$ cat config.mk
export PLATFORM = sky130hd
export DESIGN_NAME = gsl_div
export DESIGN_NICKNAME = d
export VERILOG_FILES = /design/src/design/gsl_div.sv
export SDC_FILE = /design/constraint.sdc
export NUM_CORES = 2
export LEC_CHECK = 0
export ABC_AREA = 0
export BUFFER_PORTS_ARGS = -buffer_cell sky130_fd_sc_hd__buf_2
export CAP_MARGIN = 20
export CORE_MARGIN = 4
export CORE_UTILIZATION = 35
export CTS_BUF_LIST = sky130_fd_sc_hd__clkbuf_4 sky130_fd_sc_hd__clkbuf_8
export DETAILED_ROUTE_END_ITERATION = 10
export PLACE_DENSITY = 0.49
export SYNTH_ARGS = -nofsm -noshare
export SYNTH_HDL_FRONTEND = slang
export SYNTH_SLANG_ARGS = --single-unit
$ cat constraint.sdc
create_clock -name clk -period 4.8 [get_ports clk]
set_clock_uncertainty 0.05 [all_clocks]
set_input_delay 0.24 -clock clk [delete_from_list [all_inputs] [get_ports clk]]
set_output_delay 0.24 -clock clk [all_outputs]
set_load 0.005 [all_outputs]
$ cat src/design/gsl_div.sv
// Pipelined restoring divider, one quotient bit per stage.
module gsl_div #(
    parameter int NUM_W = 30,
    parameter int DEN_W = 16,
    parameter int PAY_W = 17
) (
    input  logic             clk,
    input  logic             rst_n,
    input  logic             advance,
    input  logic             in_valid,
    input  logic [NUM_W-1:0] dividend,
    input  logic [DEN_W-1:0] divisor,
    input  logic [PAY_W-1:0] in_pay,
    output logic             out_valid,
    output logic [NUM_W-1:0] quotient,
    output logic [PAY_W-1:0] out_pay
);

    logic             v_reg   [NUM_W];
    logic [NUM_W-1:0] nq_reg  [NUM_W];
    logic [DEN_W-1:0] rem_reg [NUM_W];
    logic [DEN_W-1:0] den_reg [NUM_W];
    logic [PAY_W-1:0] pay_reg [NUM_W];

    logic             v_src   [NUM_W];
    logic [NUM_W-1:0] nq_src  [NUM_W];
    logic [DEN_W-1:0] rem_src [NUM_W];
    logic [DEN_W-1:0] den_src [NUM_W];
    logic [PAY_W-1:0] pay_src [NUM_W];

    logic [NUM_W-1:0] nq_next  [NUM_W];
    logic [DEN_W-1:0] rem_next [NUM_W];

    genvar g;
    generate
        for (g = 0; g < NUM_W; g++)
        begin : g_stage
            logic [DEN_W:0] cand;
            logic           fits;

            // Stage input comes from the ports or from the previous stage.
            if (g == 0)
            begin : g_first
                assign v_src[g]   = in_valid;
                assign nq_src[g]  = dividend;
                assign rem_src[g] = '0;
                assign den_src[g] = divisor;
                assign pay_src[g] = in_pay;
            end
            else
            begin : g_rest
                assign v_src[g]   = v_reg[g-1];
                assign nq_src[g]  = nq_reg[g-1];
                assign rem_src[g] = rem_reg[g-1];
                assign den_src[g] = den_reg[g-1];
                assign pay_src[g] = pay_reg[g-1];
            end

            // Shift in the next dividend bit and subtract where it fits.
            // The dividend shifts out at the top while quotient bits enter below.
            always_comb
            begin
                cand = {rem_src[g], nq_src[g][NUM_W-1]};
                fits = (cand >= {1'b0, den_src[g]});
                rem_next[g] = fits ? DEN_W'(cand - {1'b0, den_src[g]}) : DEN_W'(cand);
                nq_next[g]  = {nq_src[g][NUM_W-2:0], fits};
            end

            // Valid bit of the stage.
            always_ff @(posedge clk or negedge rst_n)
            begin
                if (!rst_n)
                begin
                    v_reg[g] <= 1'b0;
                end
                else if (advance)
                begin
                    v_reg[g] <= v_src[g];
                end
            end

            // Data of the stage.
            always_ff @(posedge clk)
            begin
                if (advance)
                begin
                    nq_reg[g]  <= nq_next[g];
                    rem_reg[g] <= rem_next[g];
                    den_reg[g] <= den_src[g];
                    pay_reg[g] <= pay_src[g];
                end
            end
        end
    endgenerate

    assign out_valid = v_reg[NUM_W-1];
    assign quotient  = nq_reg[NUM_W-1];
    assign out_pay   = pay_reg[NUM_W-1];

endmodule

# Word level (Yosys, flattened, before mapping)
# Memory sizes are Yosys's and may differ from the RTL's.
# Index checks and enable logic that the tools add are counted.
# totals
register_bits	30
output_inout_bits	48
memories	4
word_cells	126
ramBits	2370
in_bits	67
# memory_table
name	depth	width	read_ports	rd_clocked_by_memory_dff	wr	line_no	text
nq_reg	30	30	30	0	30	20	logic [NUM_W-1:0] nq_reg [NUM_W];
pay_reg	30	17	30	0	30	23	logic [PAY_W-1:0] pay_reg [NUM_W];
den_reg	30	16	29	0	30	22	logic [DEN_W-1:0] den_reg [NUM_W];
rem_reg	30	16	29	0	30	21	logic [DEN_W-1:0] rem_reg [NUM_W];
# op_classes
addsub	30
mux	32
magnitude_cmp	30
# op_table
cell	n
$ge 17x16->1	29
$mux 16	30
$sub 16x16->16	29
$ge 1x16->1	1
$sub 1x16->16	1
$mux 1	2

# Longest topological paths before layout
# An unclocked memory read counts as a cell.
# depth
depth_word	3
ltp_mapped	13

# Worst setup path after synthesis
# Ideal clock, no wire load.
# synth_path
kind	register to register
startpoint	memory den_reg[27][1], in the netlist den_reg[1][177]
endpoint	memory rem_reg[28][10], in the netlist rem_reg[1][202] (data pin)
synth_period_minus_slack_ns	3.141
slack_ns	1.659
arrival_time_ns	2.831
n_path_buf	1
stages_incl_launch_ff	12
cell_sequence	edfxtp_1 > inv_1 > ha_1 > nor2b_1 > o31ai_2 > a21oi_1 > o41ai_2 > o21ai_1 > a31o_2 > a211oi_4 > buf_6 > mux2_2
# synth_lines
item	line_no
start: declaration	22
end: declaration	21

==> key figures <==
Power
  • Total power: 67.0 mW
  • Pwr dens: 587 nW/um^2
  • Maximum VDD drop: 0.000281 V
  • P_leak: 42.8 nW

Synthesis
  • Synth Cell Area: 99300 um^2
  • Yosys reg bits: 2368
  • Synth warn: 0
  • Async SR Flop Fraction: 1.27%
  • Primary FF master, synth: edfxtp_1
  • Post-synthesis cell count: 6263
  • Ranking of synthesized cells by area: edfxtp_1, ha_1, mux2_2, inv_1, xnor2_1
  • Top-area cell type share of the netlist area: 70.7%
  • Leading area contributor after synthesis: edfxtp_1
  • Netlist cell types: 92
  • Synth top cells by count: edfxtp_1, inv_1, ha_1
  • Syn nets: 6824
  • Seq/Total Area, Yosys: 71.4%
  • Mapped Avg Cell Area: 15.9 um^2
  • Top-count cell post-synth: edfxtp_1
  • Post-synth EDFFs: 2338

Layout
  • Area delta synth->final: 14.9%
  • Final net count: 7462
  • Share of layout cells above drive strength 1: 16.6%
  • Layout fillers: 25.7k
  • Max reg flops: 900

Global route
  • Total congestion overflow: 0
  • First-pass GRT wire length: 292000 um
  • Total Routing Usage GR: 12.3%
  • Largest net degree at the start of global routing: 133
  • Vias in the first global route: 53.0k
  • Initial antenna violation count: 7

Timing
  • Worst-Margin Slew: 1030 ps
  • Setup tns final: 0 ps
  • Final Critical Period: 3820 ps
  • RSZ-0062 raised after global routing: no
  • Max-slew violation count: 0
  • Achievable Freq: 262 MHz
  • Final period util: 79.5%
  • Fin. Hold Viols: 0
  • Slew HR: 31.3%
  • Final setup viols: 0

Flow run
  • Max cap viols: 0

Floorplan
  • Rows: 195
  • Die X-Extent: 541 um
  • IO Pins: 115
  • Starting Density: 35.2%
  • Die Area: 292000 um^2
  • DIE HEIGHT: 541 um
  • Core ar.: 282000 um^2

Clock network
  • H-tree levels: 5
  • Clk buf depth: 4
  • Number of post-CTS setup repair buffers: 0
  • CTS Buf Count: 408
  • Later-pin clock latency in the skew report: 1030 ps
  • Clock root cell: clkbuf_8
  • CTS tree: done
  • CTS clock-pin slew for the worst setup and hold paths: 50 ps
  • CTS sink cnt: 2368

Detailed routing
  • Initial DRC Count: 3299
  • Vias: 51.3k
  • Residual DRC: 0
  • Wire length per cell: 16.7 um
  • Antenna Nets Post-Route: 0
  • DRT Pass-1 Iters: 5
  • Routed WL: 183000 um
  • Via-per-instance ratio: 4.68

Hold path
  • Worst Hold Launch: divisor[0]
  • Hold WC Path Type: input port to register
  • Hold worst-path end: rem_reg[0][0]
  • WHS Path Cells: 4

Placed design
  • Final HPWL DP: 121000 um
  • Placer congestion estimate: 0.828
  • Port Buffer Count: 114

Worst setup path
  • CP Cell Sequence: inv_1 > ha_1 > nor2b_1 > o31a_1 > o31ai_1 > a21boi_1 > o31ai_1 > a41oi_1 > nor3_4 > mux2_2
  • Worst-path fanout max: 17
  • Delay-heaviest family, CP: compound AO/OA/AOI/OAI gates
  • Slowest cell on the critical path: nor3_4
  • Worst Reg-to-Reg Cells: 10
  • Worst R2R Start: den_reg[1][17]
  • Endpoint class of the critical path: register
  • Startpoint Class: register
  • Req. time, crit path: 5460 ps
  • CP dominant cell by count: o31ai_1
  • Worst r2r dst: rem_reg[1][35]
  • CP arrival: 4480 ps
  • Worst Path Buf+Inv: 1
  • FF-to-FF setup slack: 980 ps
  • Crit path kind: register to register
  • CP peak stage delay: 690 ps

Run status
  • Status: finished, final reports clean
per-layer routing:
metal | part of all wire [%] | track usage [%] | up-vias
li1 | - | - | 25100
met1 | 46 | 16.5 | 24700
met2 | 46 | 19.9 | 1021
met3 | 4.6 | 2.26 | 453
met4 | 3.7 | 5.05 | 0
met5 | 0 | 0 | -
worst register-to-register path, cell delays in order (launching register included):
cell	delay, ps
edfxtp_1	440
inv_1	90
ha_1	240
nor2b_1	150
o31a_1	270
o31ai_1	390
a21boi_1	200
o31ai_1	370
a41oi_1	240
nor3_4	690
mux2_2	430
cell usage in the layout (no fill, tap or decap), types with 85 or more instances in the layout:
cell type      count
xor2_1            91
a21oi_1          254
nor2_1           268
clkinv_1         104
clkbuf_4         121
nor2b_1          102
dlygate4sd3_1    131
mux2_2           335
clkbuf_8         418
inv_1            602
o21ai_0          208
nand2_1          162
o21a_1            90
buf_2            113
ha_1             466
xnor2_1          209
nor3_1           105
a21o_1            85
edfxtp_1        2338
area by class of cell:
class	count	area (um^2)	share of cell area [%]
antenna	4	10.0	0.00877
clock buffer	539	6660	5.84
clock inverter	181	1280	1.12
inverter	602	2260	1.98
multi-input combinational	3215	25600	22.5
sequential	2368	71000	62.2
tap	3743	4680	4.10
timing repair buffer	306	2630	2.30
what timing repair did:
item / in CTS / in global routing
gates resized for setup: 0 / 0
hold buffers: 132 / 0
hold endpoints to repair: 475 / 0
logic make-up after synthesis:
family	synth area share (%)
compound gates	6.82
fa+ha+maj	6.43
xor+xnor	2.65
mux	4.95
simple gates	4.94
flops	71.4
buf+inv	2.77
how the worst max path moves through the flow:
stage | from | end | slack (ps) | cells past startpoint
CTS | den_reg[1][17] | rem_reg[1][35] | 930 | 10
global placement | den_reg[1][177] | rem_reg[1][196] | 950 | 10
global route | den_reg[1][17] | rem_reg[1][34] | 670 | 10
floorplan | den_reg[1][177] | rem_reg[1][202] | 1660 | 11
detailed placement | den_reg[1][17] | rem_reg[1][46] | 930 | 10
finish | den_reg[1][17] | rem_reg[1][35] | 980 | 10
metrics by stage:
stage	instance area, um^2	instances	worst slack (ps)	utilization, %	hold WS [ps]
global placement	105000	10100	946	37.1	291
CTS	114000	11000	934	40.4	16.4
detailed placement	105000	10100	928	37.1	312
finish	114000	11000	982	40.4	195
global route	114000	11000	670	40.4	130
floorplan	99300	6263	1660	-	-106
report_power, final:
group	switching, mW	internal [mW]
registers	1.80	27.3
logic	10.5	9.61
clock network	8.07	9.70
No activity file was read; power rests on OpenSTA's default activity.
