[config.mk]
export PLATFORM = sky130hd
export DESIGN_NAME = gsl_isqrt
export DESIGN_NICKNAME = d
export VERILOG_FILES = /design/src/design/gsl_isqrt.sv
export SDC_FILE = /design/constraint.sdc
export NUM_CORES = 2
export LEC_CHECK = 0
export BUFFER_PORTS_ARGS = -buffer_cell sky130_fd_sc_hd__clkbuf_2
export CAP_MARGIN = 20
export CORE_ASPECT_RATIO = 0.6
export CORE_MARGIN = 5
export CORE_UTILIZATION = 25
export CTS_CLUSTER_SIZE = 30
export DETAILED_ROUTE_END_ITERATION = 8
export MAX_ROUTING_LAYER = met4
export SKIP_LAST_GASP = 1
export SLEW_MARGIN = 30
export SYNTH_ARGS = -nofsm -noshare
export SYNTH_HDL_FRONTEND = slang
export SYNTH_SLANG_ARGS = --single-unit
[constraint.sdc]
create_clock -name clk -period 5.1 [get_ports clk]
set_clock_uncertainty 0.15 [all_clocks]
set_input_delay 1.02 -clock clk [delete_from_list [all_inputs] [get_ports clk]]
set_output_delay 1.02 -clock clk [all_outputs]
set_load 0.05 [all_outputs]
[src/design/gsl_isqrt.sv]
// Pipelined integer square root, one result bit per stage.
module gsl_isqrt #(
    parameter int IN_W  = 40,
    parameter int PAY_W = 56
) (
    input  logic                clk,
    input  logic                rst_n,
    input  logic                advance,
    input  logic                in_valid,
    input  logic [IN_W-1:0]     radicand,
    input  logic [PAY_W-1:0]    in_pay,
    output logic                out_valid,
    output logic [IN_W/2-1:0]   root,
    output logic [PAY_W-1:0]    out_pay
);

    localparam int ROOT_W = IN_W / 2;
    localparam int REM_W  = ROOT_W + 1;

    logic              v_reg    [ROOT_W];
    logic [IN_W-1:0]   n_reg    [ROOT_W];
    logic [REM_W-1:0]  rem_reg  [ROOT_W];
    logic [ROOT_W-1:0] root_reg [ROOT_W];
    logic [PAY_W-1:0]  pay_reg  [ROOT_W];

    logic              v_src    [ROOT_W];
    logic [IN_W-1:0]   n_src    [ROOT_W];
    logic [REM_W-1:0]  rem_src  [ROOT_W];
    logic [ROOT_W-1:0] root_src [ROOT_W];
    logic [PAY_W-1:0]  pay_src  [ROOT_W];

    logic [IN_W-1:0]   n_next    [ROOT_W];
    logic [REM_W-1:0]  rem_next  [ROOT_W];
    logic [ROOT_W-1:0] root_next [ROOT_W];

    genvar g;
    generate
        for (g = 0; g < ROOT_W; g++)
        begin : g_stage
            logic [REM_W+1:0] cand;
            logic [REM_W+1:0] trial;
            logic             fits;

            // Stage input comes from the ports or from the previous stage.
            if (g == 0)
            begin : g_first
                assign v_src[g]    = in_valid;
                assign n_src[g]    = radicand;
                assign rem_src[g]  = '0;
                assign root_src[g] = '0;
                assign pay_src[g]  = in_pay;
            end
            else
            begin : g_rest
                assign v_src[g]    = v_reg[g-1];
                assign n_src[g]    = n_reg[g-1];
                assign rem_src[g]  = rem_reg[g-1];
                assign root_src[g] = root_reg[g-1];
                assign pay_src[g]  = pay_reg[g-1];
            end

            // Bring down the next bit pair and try the next root bit.
            always_comb
            begin
                cand  = {rem_src[g], n_src[g][IN_W-1 -: 2]};
                trial = {{(REM_W - ROOT_W){1'b0}}, root_src[g], 2'b01};
                fits  = (cand >= trial);
                rem_next[g]  = fits ? REM_W'(cand - trial) : REM_W'(cand);
                root_next[g] = {root_src[g][ROOT_W-2:0], fits};
                n_next[g]    = {n_src[g][IN_W-3:0], 2'b00};
            end

            // Valid bit of the stage.
            always_ff @(posedge clk or negedge rst_n)
            begin
                if (!rst_n)
                begin
                    v_reg[g] <= 1'b0;
                end
                else if (advance)
                begin
                    v_reg[g] <= v_src[g];
                end
            end

            // Data of the stage.
            always_ff @(posedge clk)
            begin
                if (advance)
                begin
                    n_reg[g]    <= n_next[g];
                    rem_reg[g]  <= rem_next[g];
                    root_reg[g] <= root_next[g];
                    pay_reg[g]  <= pay_src[g];
                end
            end
        end
    endgenerate

    assign out_valid = v_reg[ROOT_W-1];
    assign root      = root_reg[ROOT_W-1];
    assign out_pay   = pay_reg[ROOT_W-1];

endmodule

## Word-level counts from Yosys, hierarchy flattened

Memory sizes are Yosys's and may differ from the RTL's.
Index checks and enable logic that the tools add are counted.

- Bits of input ports: 100
- Memories kept: 4
- Output and inout port bits: 77
- Bits in registers: 20
- Bits in writable memories: 2700
- Logic and storage cells: 86

Memories:

| memory | words | bits a word | rd ports | clocked after Yosys merged registers in | wr ports | line | text |
|---|---|---|---|---|---|---|---|
| pay_reg | 20 | 56 | 20 | 0 | 20 | 24 | `logic [PAY_W-1:0] pay_reg [ROOT_W];` |
| n_reg | 20 | 38 | 19 | 0 | 20 | 21 | `logic [IN_W-1:0] n_reg [ROOT_W];` |
| rem_reg | 20 | 21 | 19 | 0 | 20 | 22 | `logic [REM_W-1:0] rem_reg [ROOT_W];` |
| root_reg | 20 | 20 | 20 | 0 | 20 | 23 | `logic [ROOT_W-1:0] root_reg [ROOT_W];` |

- $lt $le $gt $ge: 20
- Add/sub/neg operators: 20
- Muxes and demuxes: 22

Operators with widths:

| cell | count |
|---|---|
| $ge 23x22->1 | 19 |
| $mux 21 | 20 |
| $sub 21x21->21 | 19 |
| $sub 2x1->3 const B | 1 |
| $ge 2x1->1 const B | 1 |
| $mux 1 | 2 |

## Logic depth before layout (Yosys ltp)

An unclocked memory read counts as a cell.

- Word-level depth: 3
- Mapped depth: 14
- Depth with buffers taken out: 11

## Worst setup path after synthesis

No wires, ideal clock.

- Kind: flip-flop to flip-flop
- Start: memory rem_reg[13][2] (netlist bit)
- End: memory rem_reg[14][10] (netlist bit), data pin
- Setup time: 0.260 ns
- Period minus slack after synthesis: 2.949 ns
- Slack: 2.151 ns
- Required time: 4.690 ns
- Data arrival time: 2.539 ns
- Buffers on the path: 2
- Cell stages (with the launch flop): 10
- Path through: edfxtp_1 -> ha_1 -> a21o_1 -> a21o_1 -> a221oi_1 -> o21ai_1 -> or3_1 -> clkbuf_1 -> buf_2 -> mux2_2

RTL lines:

| what | line |
|---|---|
| start, declared | 22 |

==> flow_summary.json <==
{
  "outcome": "finished clean",
  "dr.pass1.iters": 5,
  "grt_max_degree": 144,
  "synth_area_leaders": "edfxtp_1, ha_1, xnor2_1",
  "switchingPower_mw": 9.47,
  "crit_path_end_kind": "register",
  "cts_buffers": 205,
  "hold_ws_ps": 186,
  "irDropWorstVdd_uv": 290,
  "synth-async-reset-ratio_pct": 0.951,
  "seq_power_share_pct": 53.6,
  "drt-wirelength-per-cell_microns": 14.0,
  "crit_type": "reg2reg",
  "hold_buffers": 1,
  "root_buffer": "clkbuf_16",
  "grt_use_total_pct": 7.96,
  "synth_fp_nets": 4865,
  "fin_ws_ps": 1160,
  "htreeDepth": 4,
  "p_per_area_nw_per_um2": 438,
  "worstPathRequired_ps": 5480,
  "period_minus_slack_ps": 3940,
  "synthCells": 4534,
  "cpMostUsedCell": "a21oi_1",
  "fin_crit_sh_pct": 77.3,
  "num_io_pins": 177,
  "drc_errors": 0,
  "ant_nets": 0,
  "crit_arrival_ps": 4330,
  "dp_hpwl_microns": 83400,
  "place_ws_ps": 1340,
  "worstMarginPinSlew_ps": 954,
  "start_util_pct": 25.1,
  "drv_slew": 0,
  "clkTransAtPathRegs_ps": 60,
  "synth_top_area_cell": "edfxtp_1",
  "syn_to_final_growth_pct": 16.7,
  "core.rowCount": 159,
  "synth-edff-count": 2083,
  "synth_seq_cells": 2103,
  "finalSetupViolations": 0,
  "internal-power_mw": 30.8,
  "swShare_pct": 23.5,
  "num_vias": 37225,
  "critPathSlowestCell": "clkinv_1",
  "syn_area_sq_um": 78800,
  "final-hold-violation-count": 0,
  "die_w_microns": 735,
  "grt_pass1_vias": 36825,
  "clkPwrFrac_pct": 36.6,
  "gp_congestion": 0.868,
  "ys.flop_type": "edfxtp_1",
  "post_cts_buffers": 0,
  "io_buffers": 176,
  "syn_area_per_cell_sq_um": 17.4,
  "place_inst": 8899,
  "clkLatencyLatePin_ps": 840,
  "num-nets-final": 5252,
  "antenna_found_initial": 2,
  "synth-seq-area-share_pct": 80.0,
  "core_sq_um": 313000,
  "cts_sinks": 2103,
  "layout-drive-gt1-share_pct": 12.4,
  "die_area_sq_um": 327000,
  "cp_top_family": "compound AO/OA/AOI/OAI gates",
  "instances_no_fill": 9272,
  "cts_tree": "built",
  "p_comb_share_pct": 9.8,
  "synth.top_cell.area_share_pct": 79.4,
  "cts_resized": 0,
  "synth_warnings": 0,
  "viasPerCell": 4.01,
  "chipHeight_microns": 445,
  "rsz0062_at_grt": "false",
  "drv_cap": 0,
  "path_cells": "ha_1, a21oi_1, a21oi_1, o21bai_1, a21oi_1, a31oi_1, o21a_1, clkinv_1, o2111ai_1, xnor2_1",
  "synth.most_common_cell": "edfxtp_1",
  "path_max_fanout": 19,
  "p_leak_nw": 32.6,
  "slowest_delay_ps": 660,
  "grt_pass1_wl_microns": 206000,
  "cp_num_buf_inv": 1,
  "ys_types": 84,
  "hp-class": "in2reg",
  "drt_wl_total_microns": 129000,
  "clk_path_buf_depth": 4,
  "overflow": 0,
  "tns_ps": 0,
  "cp-start-kind": "register",
  "largest_register_ffs": 1120,
  "timing.fmax_mhz": 254,
  "drt_iter0_drc": 3142,
  "synth_common_cells": "edfxtp_1, inv_1, nor2_1",
  "slew_headroom_pct": 36.4
}
-- worst register-to-register path, delay by kind of cell, from the launching register on --
family / cells / cell delay [ps]
AOI/OAI and AO/OA: 7 / 1960
buffers and inverters: 1 / 660
DFF: 1 / 400
adders and majority gates: 1 / 400
xor gates and xnor gates: 1 / 110
-- layout make-up --
type                            count  area (sq um)
Tap cell                         4186          5240
Fill cell                       30689        221000
Sequential cell                  2103         63100
Timing Repair Buffer              231          1540
Multi-Input combinational cell   2108         14500
Inverter                          272          1020
Clock inverter                    119          1110
Antenna cell                        1          2.50
Clock buffer                      252          5460
-- layout by cell type, fill, tap and decap left out, drive strengths merged, types with 18 or more instances in the layout --
cell type / count
or3: 32
buf: 55
or2: 18
a21oi: 236
a31oi: 25
ha: 231
edfxtp: 2083
inv: 277
and3: 18
o21a: 58
nand3: 53
nand2: 178
o21ai: 166
clkbuf: 427
mux2: 62
nor3: 77
nand4: 23
a21o: 61
dfrtp: 20
clkinv: 86
nor4: 44
a211oi: 21
xor2: 125
xnor2: 156
nor2: 262
nor2b: 38
nand2b: 51
-- routing by layer --
metal	routed length (microns)	GRT usage [%]	vias to the layer above
met1	64800	11.5	18091
met3	7430	1.82	259
met5	0	-	-
li1	-	-	18023
met4	3560	2.47	0
met2	53700	11.0	852
-- final timing paths --
check | start | end | slack (ps) | depth (start not counted)
min | in_pay[48] | pay_reg[0][48]$_DFFE_PP_ | 190 | 1
max in group asynchronous | rst_n | v_reg[4]$_DFFE_PN0P_ | 3930 | 2
min reg2reg | pay_reg[6][24]$_DFFE_PP_ | pay_reg[7][24]$_DFFE_PP_ | 240 | 0
min in group asynchronous | rst_n | v_reg[6]$_DFFE_PN0P_ | 530 | 2
max reg2reg | rem_reg[14][1]$_DFFE_PP_ | rem_reg[15][19]$_DFFE_PP_ | 1160 | 10
max | rem_reg[14][1]$_DFFE_PP_ | rem_reg[15][19]$_DFFE_PP_ | 1160 | 10
-- power groups by stage --
stage / Sequential, mW / Clock [mW] / Combinational, mW
detailed placement: 22.0 / 0 / 3.92
finish: 21.6 / 14.8 / 3.95
CTS: 21.6 / 15.4 / 3.94
global placement: 21.9 / 0 / 3.85
global route: 21.7 / 16.2 / 4.38
floorplan: 21.7 / 0 / 2.59
-- through the flow --
| step | cell area [sq um] | util [%] | total power, mW |
|---|---|---|---|
| CTS | 91900 | 29.3 | 41.0 |
| global route | 91900 | 29.3 | 42.3 |
| detailed placement | 85400 | 27.2 | 25.9 |
| floorplan | 78800 | - | 24.3 |
| global placement | 85300 | 27.2 | 25.8 |
| finish | 91900 | 29.3 | 40.3 |
-- kinds of logic (layout without fill, tap and decap cells) --
logic type,after synthesis,count (layout),synth area share (%)
AO/OA/AOI/OAI,675,675,5.27
flip-flops,2103,2103,80.0
buffers and inverters,323,874,1.57
multiplexers,69,69,0.975
AND/OR/NAND/NOR,851,851,5.36
other,1,2,0.00476
adder cells (fa/ha/maj),231,231,3.67
XOR/XNOR,281,281,3.12
No activity file was read; power rests on OpenSTA's default activity.
