[src/design/gsl_pkg.sv]
// Shared types and constants for the goal speed limiter.
package gsl_pkg;

    // Field widths of the request and result items.
    localparam int X_W    = 20;
    localparam int TOL_W  = 16;
    localparam int SPD_W  = 16;
    localparam int TIME_W = 24;

    // Internal widths: squared range, root, dividend, needed time and compare.
    localparam int SQ_W   = 2 * X_W;
    localparam int DIST_W = X_W;
    localparam int NUM_W  = 30;
    localparam int NEED_W = 32;
    localparam int CMP_W  = NEED_W + 2;

    // Milliseconds per second, used to scale the distance.
    localparam int MS_PER_S = 1000;

    // One goal request.
    typedef struct packed {
        logic signed [X_W-1:0]    goal_x;
        logic signed [X_W-1:0]    goal_y;
        logic [TOL_W-1:0]         tolerance_mm;
        logic [SPD_W-1:0]         max_speed;
        logic signed [TIME_W-1:0] time_left_ms;
    } goal_t;

    // One result.
    typedef struct packed {
        logic [SPD_W-1:0]  limited_speed;
        logic [TIME_W-1:0] needed_time_ms;
        logic [TIME_W-1:0] behind_ms;
        logic              late;
    } result_t;

    // Fields that ride along with the square root pipeline.
    typedef struct packed {
        logic [TOL_W-1:0]         tolerance_mm;
        logic [SPD_W-1:0]         max_speed;
        logic signed [TIME_W-1:0] time_left_ms;
    } side_t;

    // Fields that ride along with the needed-time divider.
    typedef struct packed {
        logic             dist_zero;
        logic [SPD_W-1:0] max_speed;
    } div_side_t;

endpackage

[src/design/gsl_out.sv]
// Output register with a one-entry skid buffer.
module gsl_out (
    input  logic             clk,
    input  logic             rst_n,
    input  logic             item_valid,
    input  gsl_pkg::result_t item,
    output logic             hold,
    output logic             result_valid,
    output gsl_pkg::result_t result,
    input  logic             result_stall
);

    logic             out_valid_reg;
    logic             out_valid_next;
    gsl_pkg::result_t out_data_reg;
    gsl_pkg::result_t out_data_next;
    logic             skid_full_reg;
    logic             skid_full_next;
    gsl_pkg::result_t skid_data_reg;
    gsl_pkg::result_t skid_data_next;
    logic             out_free;

    // The output register can load when it is empty or being taken.
    assign out_free = !out_valid_reg || !result_stall;

    // Route an arriving request to the output or to the skid entry.
    always_comb
    begin
        out_valid_next = out_valid_reg;
        out_data_next  = out_data_reg;
        skid_full_next = skid_full_reg;
        skid_data_next = skid_data_reg;
        priority if (skid_full_reg)
        begin
            if (out_free)
            begin
                out_valid_next = 1'b1;
                out_data_next  = skid_data_reg;
                skid_full_next = 1'b0;
            end
        end
        else if (item_valid)
        begin
            if (out_free)
            begin
                out_valid_next = 1'b1;
                out_data_next  = item;
            end
            else
            begin
                skid_full_next = 1'b1;
                skid_data_next = item;
            end
        end
        else if (out_free)
        begin
            out_valid_next = 1'b0;
        end
    end

    // Control state.
    always_ff @(posedge clk or negedge rst_n)
    begin
        if (!rst_n)
        begin
            out_valid_reg <= 1'b0;
            skid_full_reg <= 1'b0;
        end
        else
        begin
            out_valid_reg <= out_valid_next;
            skid_full_reg <= skid_full_next;
        end
    end

    // Payload.
    always_ff @(posedge clk)
    begin
        out_data_reg  <= out_data_next;
        skid_data_reg <= skid_data_next;
    end

    assign hold         = skid_full_reg;
    assign result_valid = out_valid_reg;
    assign result       = out_data_reg;

endmodule

[config.mk]
export PLATFORM = sky130hd
export DESIGN_NAME = gsl_out
export DESIGN_NICKNAME = d
export VERILOG_FILES = /design/src/design/gsl_pkg.sv /design/src/design/gsl_out.sv
export SDC_FILE = /design/constraint.sdc
export NUM_CORES = 1
export LEC_CHECK = 0
export BUFFER_PORTS_ARGS = -buffer_cell sky130_fd_sc_hd__buf_2
export CORE_ASPECT_RATIO = 1.75
export CORE_MARGIN = 8
export CORE_UTILIZATION = 55
export DETAILED_ROUTE_END_ITERATION = 10
export GPL_TIMING_DRIVEN = 0
export PLACE_DENSITY = 0.84
export SLEW_MARGIN = 20
export SYNTH_ARGS = -nofsm -noshare
export SYNTH_HDL_FRONTEND = slang
export SYNTH_SLANG_ARGS = --single-unit
[constraint.sdc]
create_clock -name clk -period 9.75 [get_ports clk]
set_input_delay 0.4875 -clock clk [delete_from_list [all_inputs] [get_ports clk]]
set_output_delay 0.4875 -clock clk [all_outputs]
set_load 0.005 [all_outputs]
# ---- After elaboration in Yosys (flattened, before gate mapping)
# Index checks and enable logic that the tools add are counted.
dict set report totals {
  register_bits 132
}
dict set report op_classes {
  muxes 11
  n_bitwise 2
  n_reduce_logical 7
}
# operator count
set ops {}
lappend ops {{$mux 65} 4}
lappend ops {{$mux 1} 7}
lappend ops {{$reduce_and 3->1} 1}
lappend ops {{$reduce_bool 3->1} 1}
lappend ops {{$logic_not 1->1} 2}
lappend ops {{$not 1->1} 2}
lappend ops {{$reduce_and 2->1} 1}
lappend ops {{$reduce_bool 2->1} 1}
lappend ops {{$logic_or 1x1->1} 1}

# ---- Logic depth before layout (Yosys ltp)
# Gate-level depths: netlist of the first run.
dict set report logic_depth {
  word_depth 5
  ltp_mapped 4
  depth_no_buf 1
}

# ---- Worst setup path before layout of the first run
# No wires, ideal clock.
dict set report synth_path {
  path_kind {flip-flop to flip-flop}
  from {reg skid_full_reg, in the netlist hold}
  to {reg out_data_reg, in the netlist result[0], enable pin}
  setup_ps 519
  t_arrival_ps 4159
  required_time_ps 9231
  path_slack_ps 5072
  path_stages_with_launch 5
  cell_sequence {dfrtp_1 -> buf_6 -> buf_6 -> buf_6 -> a2bb2oi_1}
}
dict set report synth_between {
  elab_chain_len 2
}
# element line_no
set synth_rtl {}
lappend synth_rtl {{from (decl)} gsl_out.sv:17} ;# logic skid_full_reg;
lappend synth_rtl {{from (signal assigned)} gsl_out.sv:72} ;# skid_full_reg <= skid_full_next;
lappend synth_rtl {{$reduce_bool 2->1 (no source line)} n/a}
lappend synth_rtl {{$reduce_and 2->1 (no source line)} n/a}
lappend synth_rtl {{to (signal assigned)} gsl_out.sv:79} ;# out_data_reg <= out_data_next;
lappend synth_rtl {{to (decl)} gsl_out.sv:15} ;# gsl_pkg::result_t out_data_reg;
# No other way between the ends.
# A chain may end at the register's enable or synchronous reset.

# ---- Worst setup path in the final report of the first run
dict set report layout_path {
  from {reg skid_full_reg, in the netlist hold}
  to {reg out_data_reg, in the netlist result[13], enable pin}
}
# The elaborated chain is that of the path after synthesis.

==> impl_metrics.csv, run 1 <==
group,metric,value,unit
clocking,clock_path_buffers,2,
sta,tns,0,ns
clocking,cts-htree-levels,4,
clocking,cts_setup_buffers,0,
synth,syn-num-nets,278,
critical_path,path_buf_inv,5,
synth,synth_seq_area_share,82.3,%
critical_path,r2r-start,"hold$_DFF_PN0_",
global_routing,grt_pass1_vias,2828,
drt,ant_nets,0,
sta,finClkSkew,0.00525,ns
place,place_congestion,0.737,
floorplanning,start_util,56.1,%
critical_path,worstRegToRegCells,6,
synth,synth_seq_cells,132,
critical_path,max_stage_delay,0.65,ns
finish,fin_cells,497,
clocking,cts_buffers,17,
critical_path,path_max_fanout,25,
clocking,hold_buffers,1,
synth,yosysTopAreaCell,"edfxtp_1",
global_routing,grt_usage,16.7,%
floorplanning,ios,136,
sta,min_period_over_period,22.9,%
clocking,clk_latency,0.41,ns
drt,vias,2492,
synth,synth-edff-count,130,
floorplanning,fp.dieArea,0.0121,mm²
job,cap_violations,0,
place,io_buffers,135,
finish,syn2layout_area_growth,32.5,%
synth,synth_area_leaders,"edfxtp_1 (81%), mux2_2 (14%), mux2_4 (1.9%)",
place,place_inst,464,
critical_path,critPathTopFamily,"buffers and inverters",
synth,synth_top_area_share,81.3,%
sta,tightest_slew,0.833,ns
critical_path,crit_slowest_cell,"a2bb2oi_4",
min_path,hold_path_class,"input port to flip-flop",
critical_path,critPathCaptureType,"flip-flop",
global_routing,overflow,0,
critical_path,required,9.86,ns
drt,wl_per_cell,19.4,µm
global_routing,grt_pass1_wl,14900,µm
sta,drv_slew,0,
power,ir_drop,0.000148,V
critical_path,reg2reg_setup_slack,7.52,ns
synth,ys_warn_count,0,
critical_path,crit_chain,"buf_6 > buf_6 > buf_6 > a2bb2oi_4 > buf_16 > buf_16",
critical_path,crit_type,"flip-flop to flip-flop",
sta,fin_crit,2.23,ns
sta,fmax,0.447,GHz
drt,avgViaCountPerCell,5.01,
synth,synth_flop_cell,"edfxtp_1",
synth,syn_area,0.00480,mm²
floorplanning,die_x,86.7,µm
finish,num-fill-cells,532,
synth,synthCells,209,
sta,rsz0062_at_grt,"no",
sta,slew-limit-headroom,44.3,%
finish,layout-drive-gt1-share,64.5,%
floorplanning,core-area,0.00856,mm²
min_path,holdPathStages,1,
global_routing,grt_max_degree,41,
synth,async_reset_ff_share,1.52,%
min_path,min-delay-start,"item[32]",
critical_path,cp_data_arrival_time,2.34,ns
power,power.leakage,2.43,nW
finish,final_nets,436,
sta,hold_viol,0,
drt,drc,0,
synth,synth.most_common_cell,"edfxtp_1",
synth,netlist-cell-type-count,10,
status,status,"finished clean",
clocking,numClockSinks,132,
power,power,1.46,mW
drt,first_pass_iters,4,
power,power_density,229,mW/mm²
critical_path,worstReg2RegEnd,"result[13]$_DFFE_PP_",
finish,diodes,0,
clocking,cts_resized,0,
clocking,cts.clk_slew.worst_paths,0.06,ns
synth,avgSynthCellArea,23.0,µm²
critical_path,cpMostUsedCell,"buf_6",
floorplanning,die_y,140,µm
drt,drt-initial-drc-count,193,
min_path,hold_end,"skid_data_reg[32]$_DFFE_PP_",
clocking,cts_tree,"done",
drt,routed_wl,9640,µm
place,place.detailed.hpwl,6560,µm
synth,synth_common_cells,"edfxtp_1 (130), mux2_2 (59), mux2_4 (6)",
critical_path,worstSetupStartpointType,"flip-flop",
global_routing,antenna_found_initial,2,
clocking,cts_root_buf,"clkbuf_16",
floorplanning,row_count,45,
sta,setup_viol,0,
## cell type report
class                   count  area (µm²)  share of cell area (%)
flip-flops and latches    132        3950                    62.1
multi-input cells          69         813                    12.8
repair buffers            139         761                    11.9
clock buffers              17         425                    6.68
clock inverters            15         208                    3.26
well taps                 117         146                    2.30
plain buffers               8        58.8                   0.924
## metrics by stage
stage,hold slack (ns),instance area [µm²],util (%),setup slack (ns)
detailed placement,0.273,5720,66.9,7.50
floorplan,0.192,4800,-,5.07
global placement,0.272,5630,65.7,3.49
finish,0.266,6370,74.4,7.52
CTS,0.254,6370,74.4,7.47
global route,0.249,6370,74.4,7.37
## cells in the final DEF (no fill, tap or decap)
cell and count:
buf_2 140, edfxtp_1 130, mux2_2 59, clkbuf_16 17, clkinvlp_4 7, mux2_4 6
bufinv_16 4, buf_6 3, clkinv_4 3, dfrtp_1 2, buf_16 2, a2bb2oi_4 1
and4b_4 1, o211a_1 1, a211o_1 1, inv_6 1, dlygate4sd3_1 1, buf_12 1
## routing by layer
metal	vias up	share of wire [%]	GRT usage [%]
met2	84	54	28.0
met3	22	7.1	7.90
met5	-	0.17	0
met4	4	2.5	8.31
li1	1168	-	-
met1	1214	36	16.8
## cell families after synthesis
logic type | count (synthesis) | share of synthesized area [%]
mux | 65 | 15.7
compound gates | 3 | 0.573
buf+inv | 8 | 1.22
flops | 132 | 82.3
simple gates | 1 | 0.208
## power by group
part / internal, mW / switching [mW] / leakage [nW]
clock: 0.429 / 0.236 / 0.284
sequential: 0.670 / 0.00951 / 1.25
combinational: 0.0585 / 0.0544 / 0.900
total: 1.16 / 0.300 / 2.43
## worst max-delay path by stage
stage | start | cells past startpoint | to | slack (ns)
finish | hold$_DFF_PN0_ | 6 | result[13]$_DFFE_PP_ | 7.52
global route | hold$_DFF_PN0_ | 6 | result[13]$_DFFE_PP_ | 7.37
CTS | hold$_DFF_PN0_ | 6 | result[13]$_DFFE_PP_ | 7.47
detailed placement | hold$_DFF_PN0_ | 6 | result[9]$_DFFE_PP_ | 7.50
global placement | hold$_DFF_PN0_ | 4 | result[9]$_DFFE_PP_ | 3.49
floorplan | hold$_DFF_PN0_ | 4 | result[0]$_DFFE_PP_ | 5.07
Power figures use the tool's default switching activity.
==> inputs of run 2 (changes only) <==
ABC_AREA = 1   (was unset)
CORE_UTILIZATION = 46   (was 55)
PLACE_DENSITY = 0.75   (was 0.84)
clock period = 1.94 ns   (was 9.75 ns; I/O delays follow)
==> run 2 against run 1 <==
Compared with the run above:
- utilization fell by 5.4 points
- clock power grew to 4.3 times the previous value
- count of clock-buffer cells in the layout did not move
- area after synthesis is essentially flat
- setup slack worse by 7.1 ns
- routed wire length is 21% higher
- fmax rose by 45%
- critical endpoint is now result[60]$_DFFE_PP_
==> impl_metrics.csv, run 2 <==
group,metric,value,unit
synth,avgSynthCellArea,13.7,µm²
synth,synth_top_area_share,81.3,%
clocking,clock_path_buffers,2,
floorplanning,start_util,46.9,%
finish,fin_cells,721,
drt,drt-initial-drc-count,220,
clocking,cts_resized,0,
place,place_congestion,0.749,
synth,netlist-cell-type-count,8,
floorplanning,row_count,49,
drt,ant_nets,0,
finish,final_cell_mix,"nand2_1 (197), buf_2 (142), edfxtp_1 (130), dlygate4sd3_1 (68), clkbuf_16 (17)",
sta,fin_crit,1.54,ns
synth,synth.most_common_cell,"nand2_1",
clocking,cts_tree,"done",
global_routing,antenna_found_initial,0,
synth,synth-edff-count,130,
job,cap_violations,0,
synth,synth_seq_cells,132,
critical_path,crit_type,"flip-flop to flip-flop",
clocking,clk_latency,0.40,ns
sta,hold_viol,0,
clocking,cts-htree-levels,4,
global_routing,overflow,0,
min_path,hold_path_class,"input port to flip-flop",
finish,final_nets,650,
synth,synth_common_cells,"nand2_1 (198), edfxtp_1 (130), buf_2 (9)",
critical_path,required,2.04,ns
floorplanning,core-area,0.0102,mm²
drt,wl_per_cell,16.2,µm
finish,num-fill-cells,701,
power,power,7.04,mW
synth,synth_flop_cell,"edfxtp_1",
drt,drc,0,
sta,rsz0062_at_grt,"no",
finish,layout-drive-gt1-share,32.2,%
drt,routed_wl,11700,µm
floorplanning,fp.dieArea,0.0141,mm²
sta,setup_viol,0,
floorplanning,ios,136,
synth,synth_seq_area_share,82.3,%
synth,async_reset_ff_share,1.52,%
global_routing,grt_pass1_wl,18300,µm
floorplanning,die_y,151,µm
clocking,numClockSinks,132,
synth,synthCells,350,
place,place.detailed.hpwl,7770,µm
place,place_inst,617,
drt,first_pass_iters,4,
synth,ys_warn_count,0,
sta,drv_slew,0,
clocking,cts.clk_slew.worst_paths,0.06,ns
status,status,"finished clean",
global_routing,grt_usage,17.0,%
power,ir_drop,0.000994,V
synth,syn-num-nets,419,
power,power.leakage,3.06,nW
sta,min_period_over_period,79.2,%
power,power_density,996,mW/mm²
synth,syn_area,0.00480,mm²
drt,avgViaCountPerCell,4.74,
finish,final_common_cell,"nand2_1",
clocking,cts_buffers,17,
global_routing,grt_pass1_vias,3777,
clocking,cts_root_buf,"clkbuf_16",
place,io_buffers,135,
sta,fmax,0.651,GHz
synth,synth_area_leaders,"edfxtp_1 (81%), nand2_1 (15%), dfrtp_1 (1.0%)",
floorplanning,die_x,93.2,µm
critical_path,worstSetupStartpointType,"flip-flop",
critical_path,critPathCaptureType,"flip-flop",
synth,yosysTopAreaCell,"edfxtp_1",
sta,finClkSkew,0.00686,ns
finish,syn2layout_area_growth,47.1,%
sta,tightest_slew,0.317,ns
finish,diodes,0,
drt,vias,3414,
critical_path,cp_data_arrival_time,1.63,ns
critical_path,path_max_fanout,25,
sta,slew-limit-headroom,78.8,%
global_routing,grt_max_degree,26,
-- run 2: logic make-up (layout without fill, tap and decap cells) --
logic type             Yosys count  in the layout  synth area share, %
flip-flops                     132            132                 82.3
buffers and inverters           16            260                 1.88
AND/OR/NAND/NOR                202            202                 15.8
-- run 2: worst max-delay path, cell delays in order (launching register included) --
cell and delay (ns):
dfrtp_1 0.41, buf_4 0.21, nor2_1 0.12, nor2_4 0.25, buf_12 0.23
-- run 2: worst paths after layout --
kind	slack [ns]	cells past startpoint	startpoint	to
max	0.40	4	hold$_DFF_PN0_	result[60]$_DFFE_PP_
min in group asynchronous	0.55	3	rst_n	hold$_DFF_PN0_
max in group asynchronous	1.27	3	rst_n	result_valid$_DFFE_PN0P_
min reg2reg	0.52	2	skid_data_reg[60]$_DFFE_PP_	result[60]$_DFFE_PP_
min	0.03	3	result_stall	result_valid$_DFFE_PN0P_
max reg2reg	0.40	4	hold$_DFF_PN0_	result[60]$_DFFE_PP_
-- run 2: per-layer routing --
metal | vias up | GRT usage [%] | share of wire (%)
met3 | 15 | 5.26 | 6.0
met1 | 1633 | 17.6 | 38
li1 | 1650 | - | -
met4 | 0 | 8.43 | 1.8
met2 | 116 | 30.1 | 55
met5 | - | 0 | 0
-- run 2: what timing repair did --
action | CTS | global route
hold buffers | 68 | 0
setup buffers | 0 | 4
setup endpoints to repair | 0 | 63
endpoints found under the hold margin | 131 | 0
-- run 2: metrics by stage --
| stage | hold slack [ns] | setup slack, ns | util (%) | instance area (µm²) | setup TNS, ns |
|---|---|---|---|---|---|
| 6_report | 0.0300 | 0.403 | 69.0 | 7060 | 0 |
| 5_1_grt | 0.0594 | 0.304 | 69.0 | 7060 | 0 |
| 4_1_cts | 0.0111 | 0.0154 | 68.6 | 7020 | 0 |
| 3_5_place_dp | -0.114 | 0.0210 | 56.6 | 5800 | 0 |
| 3_3_place_gp | -0.119 | -0.597 | 55.4 | 5670 | -76.64 |
| 2_1_floorplan | -0.199 | -0.0952 | - | 4830 | -11.89 |
-- run 2: power breakdown --
| part | internal (mW) | total [mW] | switching, mW | leakage, nW |
|---|---|---|---|---|
| registers | 3.38 | 3.43 | 0.0476 | 1.25 |
| clock network | 1.74 | 2.87 | 1.13 | 0.253 |
| logic | 0.348 | 0.736 | 0.388 | 1.55 |
| total | 5.47 | 7.04 | 1.57 | 3.06 |
-- run 2: cell type report --
type	instances	area (µm²)	area share (%)
Buffer	14	91.3	1.29
Clock buffer	17	425	6.02
Clock inverter	15	116	1.65
Inverter	2	7.51	0.106
Multi-Input combinational cell	202	781	11.1
Sequential cell	132	3950	56.0
Tap cell	127	159	2.25
Timing Repair Buffer	212	1530	21.6
